### src/sv/tdpf_pkg.sv
`default_nettype none
// ----------------------------------------------------------------------------
// tdpf_pkg
// Shared constants and types for the TCP destination port drop filter.
// ----------------------------------------------------------------------------
package tdpf_pkg;

   // header layout, in bytes from the start of the ethernet frame
   localparam int unsigned ETH_HDR_BYTES  = 14;
   localparam int unsigned TCP_HDR_BYTES  = 20;
   localparam int unsigned ETYPE_HI_POS   = 12;
   localparam int unsigned ETYPE_LO_POS   = 13;
   localparam int unsigned IHL_POS        = ETH_HDR_BYTES;
   localparam int unsigned PROTO_POS      = ETH_HDR_BYTES + 9;
   localparam int unsigned PORT_OFFSET    = 2;

   // field values
   localparam logic [15:0] IPV4_TYPE = 16'h0800;
   localparam logic [3:0]  MIN_IHL   = 4'd5;
   localparam logic [7:0]  TCP_PROTO = 8'd6;

   // byte position counter
   localparam int unsigned POS_W   = 7;
   localparam logic [POS_W-1:0] POS_MAX = '1;

   // register file
   localparam int unsigned CSR_ADDR_W = 3;
   localparam int unsigned CSR_DATA_W = 32;
   localparam logic [0:0]  CSR_IDX_BLOCKED_PORT = 1'b0;

   // verdict queue depth between parser and output stage
   localparam int unsigned QUEUE_DEPTH = 2;

   // verdict transfer from parser into the queue
   typedef struct packed {
      logic push;
      logic drop;
   } verdict_type;

   // queue occupancy flags
   typedef struct packed {
      logic full;
      logic empty;
   } queue_status_type;

endpackage : tdpf_pkg
`default_nettype wire

### src/sv/tdpf_parser.sv
`default_nettype none
// ----------------------------------------------------------------------------
// tdpf_parser
// Front part: takes one frame byte per cycle while the verdict queue has room,
// captures header fields and forms the verdict on the last byte of each frame.
// ----------------------------------------------------------------------------
module tdpf_parser (
   input  wire logic                 clock,
   input  wire logic                 reset,
   input  wire logic                 req_valid,
   output logic                      req_stall,
   input  wire logic [7:0]           req_data_byte,
   input  wire logic                 req_last_byte,
   input  wire logic [15:0]          blocked_port,
   input  wire tdpf_pkg::queue_status_type queue_status,
   output tdpf_pkg::verdict_type     verdict
);

   localparam int unsigned W8 = 8;

   logic [tdpf_pkg::POS_W-1:0] pos_ff, pos_in;
   logic [15:0] ether_type_ff, ether_type_in;
   logic [3:0]  ihl_ff, ihl_in;
   logic [7:0]  proto_ff, proto_in;
   logic [15:0] port_ff, port_in;

   logic        accept;
   logic [W8-1:0] pos_ext;
   logic [W8-1:0] port_at;
   logic [W8-1:0] frame_len;
   logic [W8-1:0] need_len;
   logic        drop;

   // hold off bytes while no verdict slot is free
   assign req_stall = queue_status.full;
   assign accept    = req_valid & ~req_stall;

   assign pos_ext = W8'(pos_ff);
   assign port_at = W8'(tdpf_pkg::ETH_HDR_BYTES + tdpf_pkg::PORT_OFFSET)
                    + {2'b00, ihl_ff, 2'b00};

   // header field capture for the current byte
   always_comb begin
      ether_type_in = ether_type_ff;
      ihl_in        = ihl_ff;
      proto_in      = proto_ff;
      port_in       = port_ff;
      if (pos_ext == W8'(tdpf_pkg::ETYPE_HI_POS)) begin
         ether_type_in[15:8] = req_data_byte;
      end else if (pos_ext == W8'(tdpf_pkg::ETYPE_LO_POS)) begin
         ether_type_in[7:0] = req_data_byte;
      end else if (pos_ext == W8'(tdpf_pkg::IHL_POS)) begin
         ihl_in = req_data_byte[3:0];
      end else if (pos_ext == W8'(tdpf_pkg::PROTO_POS)) begin
         proto_in = req_data_byte;
      end
      if (pos_ext == port_at) begin
         port_in[15:8] = req_data_byte;
      end else if (pos_ext == port_at + W8'(1)) begin
         port_in[7:0] = req_data_byte;
      end
   end

   // verdict from the fields as they stand after this byte
   assign frame_len = pos_ext + W8'(1);
   assign need_len  = W8'(tdpf_pkg::ETH_HDR_BYTES + tdpf_pkg::TCP_HDR_BYTES)
                      + {2'b00, ihl_in, 2'b00};
   assign drop = (ether_type_in == tdpf_pkg::IPV4_TYPE)
              && (ihl_in >= tdpf_pkg::MIN_IHL)
              && (frame_len >= need_len)
              && (proto_in == tdpf_pkg::TCP_PROTO)
              && (port_in == blocked_port);

   // saturating byte position
   always_comb begin
      pos_in = pos_ff;
      if (pos_ff != tdpf_pkg::POS_MAX) begin
         pos_in = pos_ff + tdpf_pkg::POS_W'(1);
      end
   end

   always_comb begin
      verdict.push = accept & req_last_byte;
      verdict.drop = drop;
   end

   // frame state, cleared at the end of each frame
   always_ff @(posedge clock) begin
      if (reset) begin
         pos_ff        <= '0;
         ether_type_ff <= '0;
         ihl_ff        <= '0;
         proto_ff      <= '0;
         port_ff       <= '0;
      end else if (accept) begin
         if (req_last_byte) begin
            pos_ff        <= '0;
            ether_type_ff <= '0;
            ihl_ff        <= '0;
            proto_ff      <= '0;
            port_ff       <= '0;
         end else begin
            pos_ff        <= pos_in;
            ether_type_ff <= ether_type_in;
            ihl_ff        <= ihl_in;
            proto_ff      <= proto_in;
            port_ff       <= port_in;
         end
      end
   end

   // a finished frame restarts at byte zero
   assert property (@(posedge clock) disable iff (reset)
      (accept && req_last_byte) |=> (pos_ff == '0 && ihl_ff == '0))
      else $error("parser state not cleared after frame end");

   // position holds once saturated
   assert property (@(posedge clock) disable iff (reset)
      (accept && !req_last_byte && pos_ff == tdpf_pkg::POS_MAX)
      |=> (pos_ff == tdpf_pkg::POS_MAX))
      else $error("byte position wrapped");

endmodule : tdpf_parser
`default_nettype wire

### src/sv/tdpf_queue.sv
`default_nettype none
// ----------------------------------------------------------------------------
// tdpf_queue
// Short verdict queue between the parser and the output stage.
// ----------------------------------------------------------------------------
module tdpf_queue #(
   parameter int unsigned DEPTH = tdpf_pkg::QUEUE_DEPTH
) (
   input  wire logic                  clock,
   input  wire logic                  reset,
   input  wire tdpf_pkg::verdict_type verdict,
   input  wire logic                  pop,
   output logic                       pop_drop,
   output tdpf_pkg::queue_status_type status
);

   localparam int unsigned PTR_W = (DEPTH > 1) ? $clog2(DEPTH) : 1;
   localparam int unsigned CNT_W = $clog2(DEPTH + 1);

   logic             mem_ff [DEPTH];
   logic [PTR_W-1:0] wr_ptr_ff, wr_ptr_in;
   logic [PTR_W-1:0] rd_ptr_ff, rd_ptr_in;
   logic [CNT_W-1:0] count_ff, count_in;
   logic             push;
   logic             pop_ok;

   assign push   = verdict.push & ~status.full;
   assign pop_ok = pop & ~status.empty;

   always_comb begin
      status.full  = (count_ff == CNT_W'(DEPTH));
      status.empty = (count_ff == '0);
   end

   assign pop_drop = mem_ff[rd_ptr_ff];

   // pointer and count update
   always_comb begin
      wr_ptr_in = wr_ptr_ff;
      rd_ptr_in = rd_ptr_ff;
      count_in  = count_ff;
      if (push) begin
         wr_ptr_in = (wr_ptr_ff == PTR_W'(DEPTH - 1)) ? '0 : wr_ptr_ff + PTR_W'(1);
      end
      if (pop_ok) begin
         rd_ptr_in = (rd_ptr_ff == PTR_W'(DEPTH - 1)) ? '0 : rd_ptr_ff + PTR_W'(1);
      end
      if (push && !pop_ok) begin
         count_in = count_ff + CNT_W'(1);
      end else if (pop_ok && !push) begin
         count_in = count_ff - CNT_W'(1);
      end
   end

   always_ff @(posedge clock) begin
      if (reset) begin
         wr_ptr_ff <= '0;
         rd_ptr_ff <= '0;
         count_ff  <= '0;
      end else begin
         wr_ptr_ff <= wr_ptr_in;
         rd_ptr_ff <= rd_ptr_in;
         count_ff  <= count_in;
      end
   end

   // storage
   always_ff @(posedge clock) begin
      if (push) begin
         mem_ff[wr_ptr_ff] <= verdict.drop;
      end
   end

   // parser never offers a verdict into a full queue
   assert property (@(posedge clock) disable iff (reset)
      verdict.push |-> !status.full)
      else $error("verdict pushed into full queue");

   // pops only come from a non-empty queue
   assert property (@(posedge clock) disable iff (reset)
      pop |-> !status.empty)
      else $error("pop from empty queue");

endmodule : tdpf_queue
`default_nettype wire

### src/sv/tdpf_out_stage.sv
`default_nettype none
// ----------------------------------------------------------------------------
// tdpf_out_stage
// Back part: moves verdicts from the queue into the result register and
// presents them on the result channel.
// ----------------------------------------------------------------------------
module tdpf_out_stage (
   input  wire logic                  clock,
   input  wire logic                  reset,
   input  wire tdpf_pkg::queue_status_type queue_status,
   input  wire logic                  queue_drop,
   output logic                       queue_pop,
   output logic                       rsp_valid,
   input  wire logic                  rsp_stall,
   output logic                       rsp_drop
);

   logic rsp_valid_ff;
   logic rsp_drop_ff;

   // refill the result register when it is empty or being taken
   assign queue_pop = ~queue_status.empty & (~rsp_valid_ff | ~rsp_stall);

   always_ff @(posedge clock) begin
      if (reset) begin
         rsp_valid_ff <= 1'b0;
      end else if (queue_pop) begin
         rsp_valid_ff <= 1'b1;
      end else if (!rsp_stall) begin
         rsp_valid_ff <= 1'b0;
      end
   end

   always_ff @(posedge clock) begin
      if (queue_pop) begin
         rsp_drop_ff <= queue_drop;
      end
   end

   assign rsp_valid = rsp_valid_ff;
   assign rsp_drop  = rsp_drop_ff;

   // a loaded verdict is always presented next cycle
   assert property (@(posedge clock) disable iff (reset)
      queue_pop |=> rsp_valid_ff)
      else $error("loaded verdict not presented");

endmodule : tdpf_out_stage
`default_nettype wire

### src/sv/tcp_dest_port_drop_filter_core.sv
`default_nettype none
// ----------------------------------------------------------------------------
// tcp_dest_port_drop_filter_core
// IPv4 TCP destination port filter with a one-register APB-style port.
// ----------------------------------------------------------------------------
// The block takes one frame byte per clock (starting at the ethernet
// destination address) and gives one verdict per frame. The verdict is
// written into the verdict queue and then loaded into the result register
// before it is presented on the result channel; rsp_stall can hold it. drop
// is 1 when the frame is IPv4 (ethertype 0x0800) with ihl of 5 or more,
// long enough for the whole IP header and a 20-byte TCP header, carries
// protocol 6, and has a TCP destination port equal to blocked_port
// (register 0, byte address 0). Header capture and the verdict are
// combinational in the parser, so the sustained rate is one byte per cycle;
// req_stall rises only when the verdict queue is full because the result
// side is stalled.
// ----------------------------------------------------------------------------
module tcp_dest_port_drop_filter_core #(
   parameter int unsigned QUEUE_DEPTH = tdpf_pkg::QUEUE_DEPTH
) (
   input  wire logic                              clock,
   input  wire logic                              reset,
   // byte input
   input  wire logic                              req_valid,
   output logic                                   req_stall,
   input  wire logic [7:0]                        req_data_byte,
   input  wire logic                              req_last_byte,
   // verdict output
   output logic                                   rsp_valid,
   input  wire logic                              rsp_stall,
   output logic                                   rsp_drop,
   // register port
   input  wire logic                              csr_psel,
   input  wire logic                              csr_penable,
   input  wire logic                              csr_pwrite,
   input  wire logic [tdpf_pkg::CSR_ADDR_W-1:0]   csr_paddr,
   input  wire logic [tdpf_pkg::CSR_DATA_W-1:0]   csr_pwdata,
   output logic [tdpf_pkg::CSR_DATA_W-1:0]        csr_prdata,
   output logic                                   csr_pready
);

   logic [15:0]                   blocked_port_ff;
   logic [0:0]                    csr_index;
   logic                          csr_write;
   tdpf_pkg::verdict_type         verdict;
   tdpf_pkg::queue_status_type    queue_status;
   logic                          queue_pop;
   logic                          queue_drop;

   // register access decode
   assign csr_pready = 1'b1;
   assign csr_index  = csr_paddr[tdpf_pkg::CSR_ADDR_W-1:2];
   assign csr_write  = csr_psel & csr_penable & csr_pwrite & csr_pready;

   always_ff @(posedge clock) begin
      if (reset) begin
         blocked_port_ff <= '0;
      end else if (csr_write && csr_index == tdpf_pkg::CSR_IDX_BLOCKED_PORT) begin
         blocked_port_ff <= csr_pwdata[15:0];
      end
   end

   // register read mux
   always_comb begin
      case (csr_index)
         tdpf_pkg::CSR_IDX_BLOCKED_PORT: begin
            csr_prdata = {(tdpf_pkg::CSR_DATA_W - 16)'(0), blocked_port_ff};
         end
         default: begin
            csr_prdata = '0;
         end
      endcase
   end

   // front: header parse and verdict
   tdpf_parser u_parser (
      .clock         (clock),
      .reset         (reset),
      .req_valid     (req_valid),
      .req_stall     (req_stall),
      .req_data_byte (req_data_byte),
      .req_last_byte (req_last_byte),
      .blocked_port  (blocked_port_ff),
      .queue_status  (queue_status),
      .verdict       (verdict)
   );

   // verdict queue
   tdpf_queue #(
      .DEPTH (QUEUE_DEPTH)
   ) u_queue (
      .clock    (clock),
      .reset    (reset),
      .verdict  (verdict),
      .pop      (queue_pop),
      .pop_drop (queue_drop),
      .status   (queue_status)
   );

   // back: result register
   tdpf_out_stage u_out_stage (
      .clock        (clock),
      .reset        (reset),
      .queue_status (queue_status),
      .queue_drop   (queue_drop),
      .queue_pop    (queue_pop),
      .rsp_valid    (rsp_valid),
      .rsp_stall    (rsp_stall),
      .rsp_drop     (rsp_drop)
   );

endmodule : tcp_dest_port_drop_filter_core
`default_nettype wire
### config.mk
export PLATFORM = sky130hd
export DESIGN_NAME = tcp_dest_port_drop_filter_core
export DESIGN_NICKNAME = d
export VERILOG_FILES = /design/src/sv/tdpf_pkg.sv /design/src/sv/tdpf_parser.sv /design/src/sv/tdpf_queue.sv /design/src/sv/tdpf_out_stage.sv /design/src/sv/tcp_dest_port_drop_filter_core.sv
export SDC_FILE = /design/constraint.sdc
export NUM_CORES = 1
export LEC_CHECK = 0
export ABC_AREA = 1
export BUFFER_PORTS_ARGS = -buffer_cell sky130_fd_sc_hd__buf_4
export CORE_MARGIN = 2
export CORE_UTILIZATION = 51
export DETAILED_ROUTE_END_ITERATION = 10
export PLACE_DENSITY = 0.85
export SYNTH_ARGS = -nofsm -noshare
export SYNTH_HDL_FRONTEND = slang
export SYNTH_HIERARCHICAL = 1
export SYNTH_SLANG_ARGS = --single-unit
export TNS_END_PERCENT = 10
### constraint.sdc
create_clock -name clock -period 3 [get_ports clock]
set_clock_uncertainty 0.2 [all_clocks]
set_input_delay 0.6 -clock clock [delete_from_list [all_inputs] [get_ports clock]]
set_output_delay 0.6 -clock clock [all_outputs]
set_load 0.02 [all_outputs]
# After elaboration in Yosys (flattened, before gate mapping)
# Memory sizes are Yosys's and may differ from the RTL's. A register that Yosys moved wholly into a read port is not among the register bits.
# Cells that the tools add are included.
# totals
regBits,72
latchBits,0
mem_bits_rw,2
mem_bits_ro,0
out_inout_bits,36
word_cells,88
n_memories,1
# classes
n_addsub,9
multipliers,0
div,0
n_lt_le_gt_ge,2
eq_ne,12
shifts,0
mux,28
bitwise_logic,13
reduce_logical,13
# mem_list
memory,depth,width,rd,rd_clocked_by_memory_dff,write_ports,line,text
u_queue.mem_ff,2,1,1,1,1,tdpf_queue.sv:20,logic mem_ff [DEPTH];
# ops
op,n
8-bit two-way mux,11
16-bit two-way mux,3
"7-bit by 4-bit == test with 1-bit output, second input constant",3
"16-bit by 12-bit == test with 1-bit output, second input constant",1
16-bit == test,1
7-bit by 8-bit == test with 1-bit output,2
4-bit two-way mux,4
7-bit two-way mux,2
"7-bit by 1-bit adder with 8-bit output, second input constant",1
"8-bit by 1-bit adder with 8-bit output, second input constant",1
"8-bit by 3-bit == test with 1-bit output, second input constant",1
8-bit >= comparator,1
"5-bit by 6-bit adder with 7-bit output, first input constant",1
"6-bit by 6-bit adder with 7-bit output, first input constant",1
"7-bit by 1-bit adder with 7-bit output, second input constant",1
1-bit AND,7
"7-bit by 5-bit == test with 1-bit output, second input constant",1
1-bit logical AND,7
"7-bit != test, second input constant",1
1-bit two-way mux,6
1-bit inverter,5
"4-bit by 3-bit >= comparator with 1-bit output, second input constant",1
2-bit two-way mux,2
2-bit nonzero test,2
9 further kinds,11

# Logic depth before layout (Yosys ltp)
# depth
depth_word,9
depth_mapped,20
ltp_nobuf,19

# Modules after synthesis
# Netlist, hierarchy kept.
# by_module_without_submodules
mod,instances,cells_per_inst,area_each_um2,seq_area_each_um2
tdpf_parser,1,583,3508.4,1021.0
tcp_dest_port_drop_filter_core,1,161,1067.3,320.3
tdpf_queue,1,40,324.1,160.2
tdpf_out_stage,1,5,67.6,50.0

# Worst setup path before layout
# OpenSTA, ideal clock, no wires.
# synth_path
kind,reg-to-reg
start,register u_parser/pos_ff[0] in the netlist's numbering
end,memory u_queue.mem_ff[0] (data pin)
setup_time_ns,0.252
arrival_time_ns,2.315
path_slack_ns,0.233
path_stages_with_launch,18
path_buffers,1
path_cell_list,dfxtp_1 inv_1 ha_1 nor2_1 nand3_1 o21ai_0 ha_1 a21oi_1 o211ai_1 inv_1 nand2_1 nor2_1 nor2_1 nand2_1 nor2_1 nand2_1 nor2_1 buf_4
# synth_between
elab_chain_len,9
word_cells_on_any_way,30
cone_classes,add/sub (2); order compare (2); eq/ne (9); mux (13); reduce/logical (4)
# synth_lines
element,line,text
start: declaration,tdpf_parser.sv:21,"logic [tdpf_pkg::POS_W-1:0] pos_ff, pos_in;"
start signal: assignment,tdpf_parser.sv:103,pos_ff <= pos_in;
7-bit by 4-bit == test with 1-bit output,tdpf_parser.sv:52,end else if (pos_ext == W8'(tdpf_pkg::IHL_POS)) begin
4-bit two-way mux,tdpf_parser.sv:52,
4-bit two-way mux,tdpf_parser.sv:50,end else if (pos_ext == W8'(tdpf_pkg::ETYPE_LO_POS)) begin
4-bit two-way mux,tdpf_parser.sv:48,if (pos_ext == W8'(tdpf_pkg::ETYPE_HI_POS)) begin
6-bit by 6-bit adder with 7-bit output or 4-bit by 3-bit >= comparator with 1-bit output (tied branches),"tdpf_parser.sv:67, tdpf_parser.sv:69",
8-bit >= comparator or 1-bit logical AND (tied branches),"tdpf_parser.sv:70, tdpf_parser.sv:69",
1-bit logical AND,tdpf_parser.sv:70,&& (frame_len >= need_len)
1-bit logical AND,tdpf_parser.sv:71,&& (proto_in == tdpf_pkg::TCP_PROTO)
1-bit logical AND *,tdpf_parser.sv:72,&& (port_in == blocked_port);
net u_parser.drop,tdpf_parser.sv:32,logic drop;
end: declaration,tdpf_queue.sv:20,
# The timed path passes the listed nets; every way through them passes the cells marked *.

==> metrics.csv <==
metric,value,unit
outcome,finished clean,
synth_top_family_by_area,simple AND/OR/NAND/NOR gates,
p_leak,2.510,nW
insertion_delay,350,ps
worstPathArrival,2770,ps
cts-root-buf,clkbuf_8,
cts_buffer_depth,2,
synth-adder-area-share,2.771,%
synth_top_area_cell,dfxtp_1,
grt_pass1_vias,4149,
die_y,102.7,um
post-route-drc-count,0,
core,9594,um2
wl_per_cell,11.65,um
antenna_found_initial,0,
htree_levels,3,
setup_viol_count_final,0,
synth_top_flop_cell,dfxtp_1,
nets,896,
clk_pin_slew_worst_paths,80,ps
cts_tree,built,
drt_pre_antenna_iters,5,
synth_edf_count,3,
maxSlewViolCount,0,
muxShareOfSynthArea,0.2267,%
start_util,51.77,%
syn_avg_cell_area,6.296,um2
antenna_left,0,
hp-class,register to register,
r2r_slack,240,ps
fin_crit,2764,ps
worstPathMaxFanout,6,
syn-instance-count,789,
required,3010,ps
timing.final.hold_violations,0,
reg2regPathDepth,18,
cp_slowest_stage_delay,380,ps
cap_violations,0,
num_rows,36,
endpoint,u_queue/mem_ff[0]$_DFFE_PP_,
power_density,411.1,nW/um2
synthXorXnorAreaFrac,1.234,%
yosys.area_share.simple,40.71,%
synth_seq_cells,76,
place_congestion,0.9259,
synthMostInstantiatedCell,nand2_1,
dr.first_iter.drc_count,334,
die-area,10550,um2
ys_top_cells_by_area,"dfxtp_1, nand2_1, nand3_1, inv_1, nor2_1",
critPathSlowestCell,dfxtp_4,
multi_input_comb_area,2751,um2
relSlewSlack,60.80,%
drt-total-wl,11.32,mm
synthArstFlopShare,0,%
crit_type,register to register,
grt_usage,22.59,%
yosysWarnings,6,
setup-tns-final,0,ps
rsz0062_at_grt,false,
viasPerCell,4.914,
post-route-period-util,92.15,%
ir_drop,202.8,uV
gr-total-overflow,0,
num_vias,4776,
startpoint,u_parser/pos_ff[0]$_SDFFE_PP0P_,
r2r_end,u_queue/mem_ff[0]$_DFFE_PP_,
dp_hpwl,8.300,mm
synth_compound_gate_area_share,8.589,%
regArea,1555,um2
port_buffers,51,
synth_cell_types,42,
tightestPinTransition,588.0,ps
end_kind,register,
synth_seq_area_share,31.23,%
crit_path_frequent_cell,nand2_1,
grt_pass1_wl,18.92,mm
worstPathCellList,inv_1 -> ha_1 -> nor2_4 -> nand3_2 -> buf_4 -> nand2_1 -> o21ai_2 -> ha_1 -> a21oi_2 -> o211ai_1 -> inv_1 -> nand2_1 -> nor2_1 -> nor2_1 -> nand2_1 -> nor2_1 -> nand2_1 -> nor2_2,
netlist_area,4967,um2
die_w,102.7,um
grt_max_degree,54,
holdWs,266.8,ps
yosysTopAreaCellShare,29.42,%
num_io_pins,87,
synthTopCellsByCount,"nand2_1, inv_1, nand3_1, nor2_1, dfxtp_1",
numClockSinks,76,
cts_buffers,9,
fmax,0.3617,GHz
n_antenna_cell,0,
drive_above_1_share,17.04,%
syn_to_final_growth,12.17,%
r2r-start,u_parser/pos_ff[0]$_SDFFE_PP0P_,
critPathLaunchType,register,
fillers,916,
-- flip-flops by register name, indices dropped and copies added, names as in the netlist, named ones only --
signal                  flops
u_queue/wr_ptr_ff           1
u_out_stage/rsp_valid       1
u_out_stage/rsp_drop        1
u_queue/mem_ff              2
u_parser/pos_ff             7
u_parser/ihl_ff             4
u_parser/ether_type_ff     16
blocked_port_ff            16
u_parser/port_ff           16
u_queue/count_ff            2
u_parser/proto_ff           8
u_queue/rd_ptr_ff           1
-- area by class of cell --
| type | instances | share of cell area, % |
|---|---|---|
| clock inverter | 7 | 1.078 |
| inverter | 114 | 7.792 |
| timing repair buffer | 64 | 8.623 |
| tap | 133 | 2.987 |
| sequential | 76 | 27.91 |
| multi-input combinational | 569 | 49.38 |
| clock buffer | 9 | 2.223 |
-- per-stage QoR --
step                power, W  instances  setup slack (ps)  instance area (um2)  utilization [%]
detailed placement  0.001583        956             52.36                 5358            55.84
finish              0.002291        972             235.6                 5572            58.07
global placement    0.001575        956             130.3                 5358            55.84
floorplan           0.001447        804             233.2                 5024                -
CTS                 0.002296        972             19.56                 5542            57.76
global route        0.002411        972             32.31                 5572            58.07
-- cell families after synthesis --
| family | Yosys count |
|---|---|
| adder cells (fa/ha/maj) | 11 |
| flip-flops | 76 |
| multiplexers | 1 |
| XOR/XNOR | 7 |
| buffers and inverters | 159 |
| other | 2 |
| AO/OA/AOI/OAI | 79 |
| AND/OR/NAND/NOR | 454 |
-- critical path: cells and delay by family, from the launching register on --
family	cells	cell delay (ps)
AND/OR/NAND/NOR	10	880
adder cells (fa/ha/maj)	2	570
flip-flops	1	380
buffers and inverters	3	290
AO/OA/AOI/OAI	3	290
-- routing by layer --
layer  part of all wire (%)  vias up  global-route usage, %
met5                      0        -                      0
met3                    6.5       21                  4.610
li1                       -     2509                      -
met2                     45      164                  36.25
met1                     46     2082                  29.80
met4                    2.0        0                  9.026
-- layout by cell type (no fill, tap or decap), types with 2 or more instances in the layout --
| master | n |
|---|---|
| nand2_1 | 234 |
| inv_1 | 105 |
| nand3_1 | 92 |
| nor2_1 | 75 |
| dfxtp_1 | 72 |
| buf_4 | 64 |
| a21oi_1 | 52 |
| nor2_2 | 22 |
| conb_1 | 17 |
| ha_1 | 11 |
| nand2_2 | 9 |
| clkbuf_8 | 9 |
| o21ai_0 | 8 |
| nor2_4 | 7 |
| inv_2 | 7 |
| clkinv_4 | 5 |
| xor2_1 | 5 |
| o21ai_2 | 5 |
| o21ai_1 | 5 |
| edfxtp_1 | 3 |
| nand3b_1 | 3 |
| nand2_4 | 2 |
| nor2_8 | 2 |
| inv_6 | 2 |
| a21oi_2 | 2 |
| nor3_1 | 2 |
| xnor2_1 | 2 |
| o211ai_1 | 2 |
| and2_1 | 2 |
-- how the worst min path moves through the flow --
stage	start	endpoint	slack, ps	cells past startpoint
after floorplan	u_parser/ether_type_ff[10]$_SDFFE_PP0P_	u_parser/ether_type_ff[10]$_SDFFE_PP0P_	240	2
after global placement	u_parser/ether_type_ff[12]$_SDFFE_PP0P_	u_parser/ether_type_ff[12]$_SDFFE_PP0P_	250	2
after detailed placement	u_parser/port_ff[6]$_SDFFE_PP0P_	u_parser/port_ff[6]$_SDFFE_PP0P_	260	2
after CTS	u_parser/port_ff[6]$_SDFFE_PP0P_	u_parser/port_ff[6]$_SDFFE_PP0P_	270	2
after global routing	u_parser/ether_type_ff[3]$_SDFFE_PP0P_	u_parser/ether_type_ff[3]$_SDFFE_PP0P_	280	2
final	u_parser/port_ff[13]$_SDFFE_PP0P_	u_parser/port_ff[13]$_SDFFE_PP0P_	270	2
-- report_power, final --
group	internal (W)	total, W	switching [W]
registers	0.00107	0.00111	0.0000393
clock network	0.000311	0.000720	0.000409
logic	0.000159	0.000466	0.000307
total	0.00154	0.00229	0.000754
-- what timing repair did --
action	CTS	global route
hold buffers	0	0
buffers inserted	0	0
setup endpoints to repair	0	2
resized for setup	0	11
(Power assumes the default switching activity.)
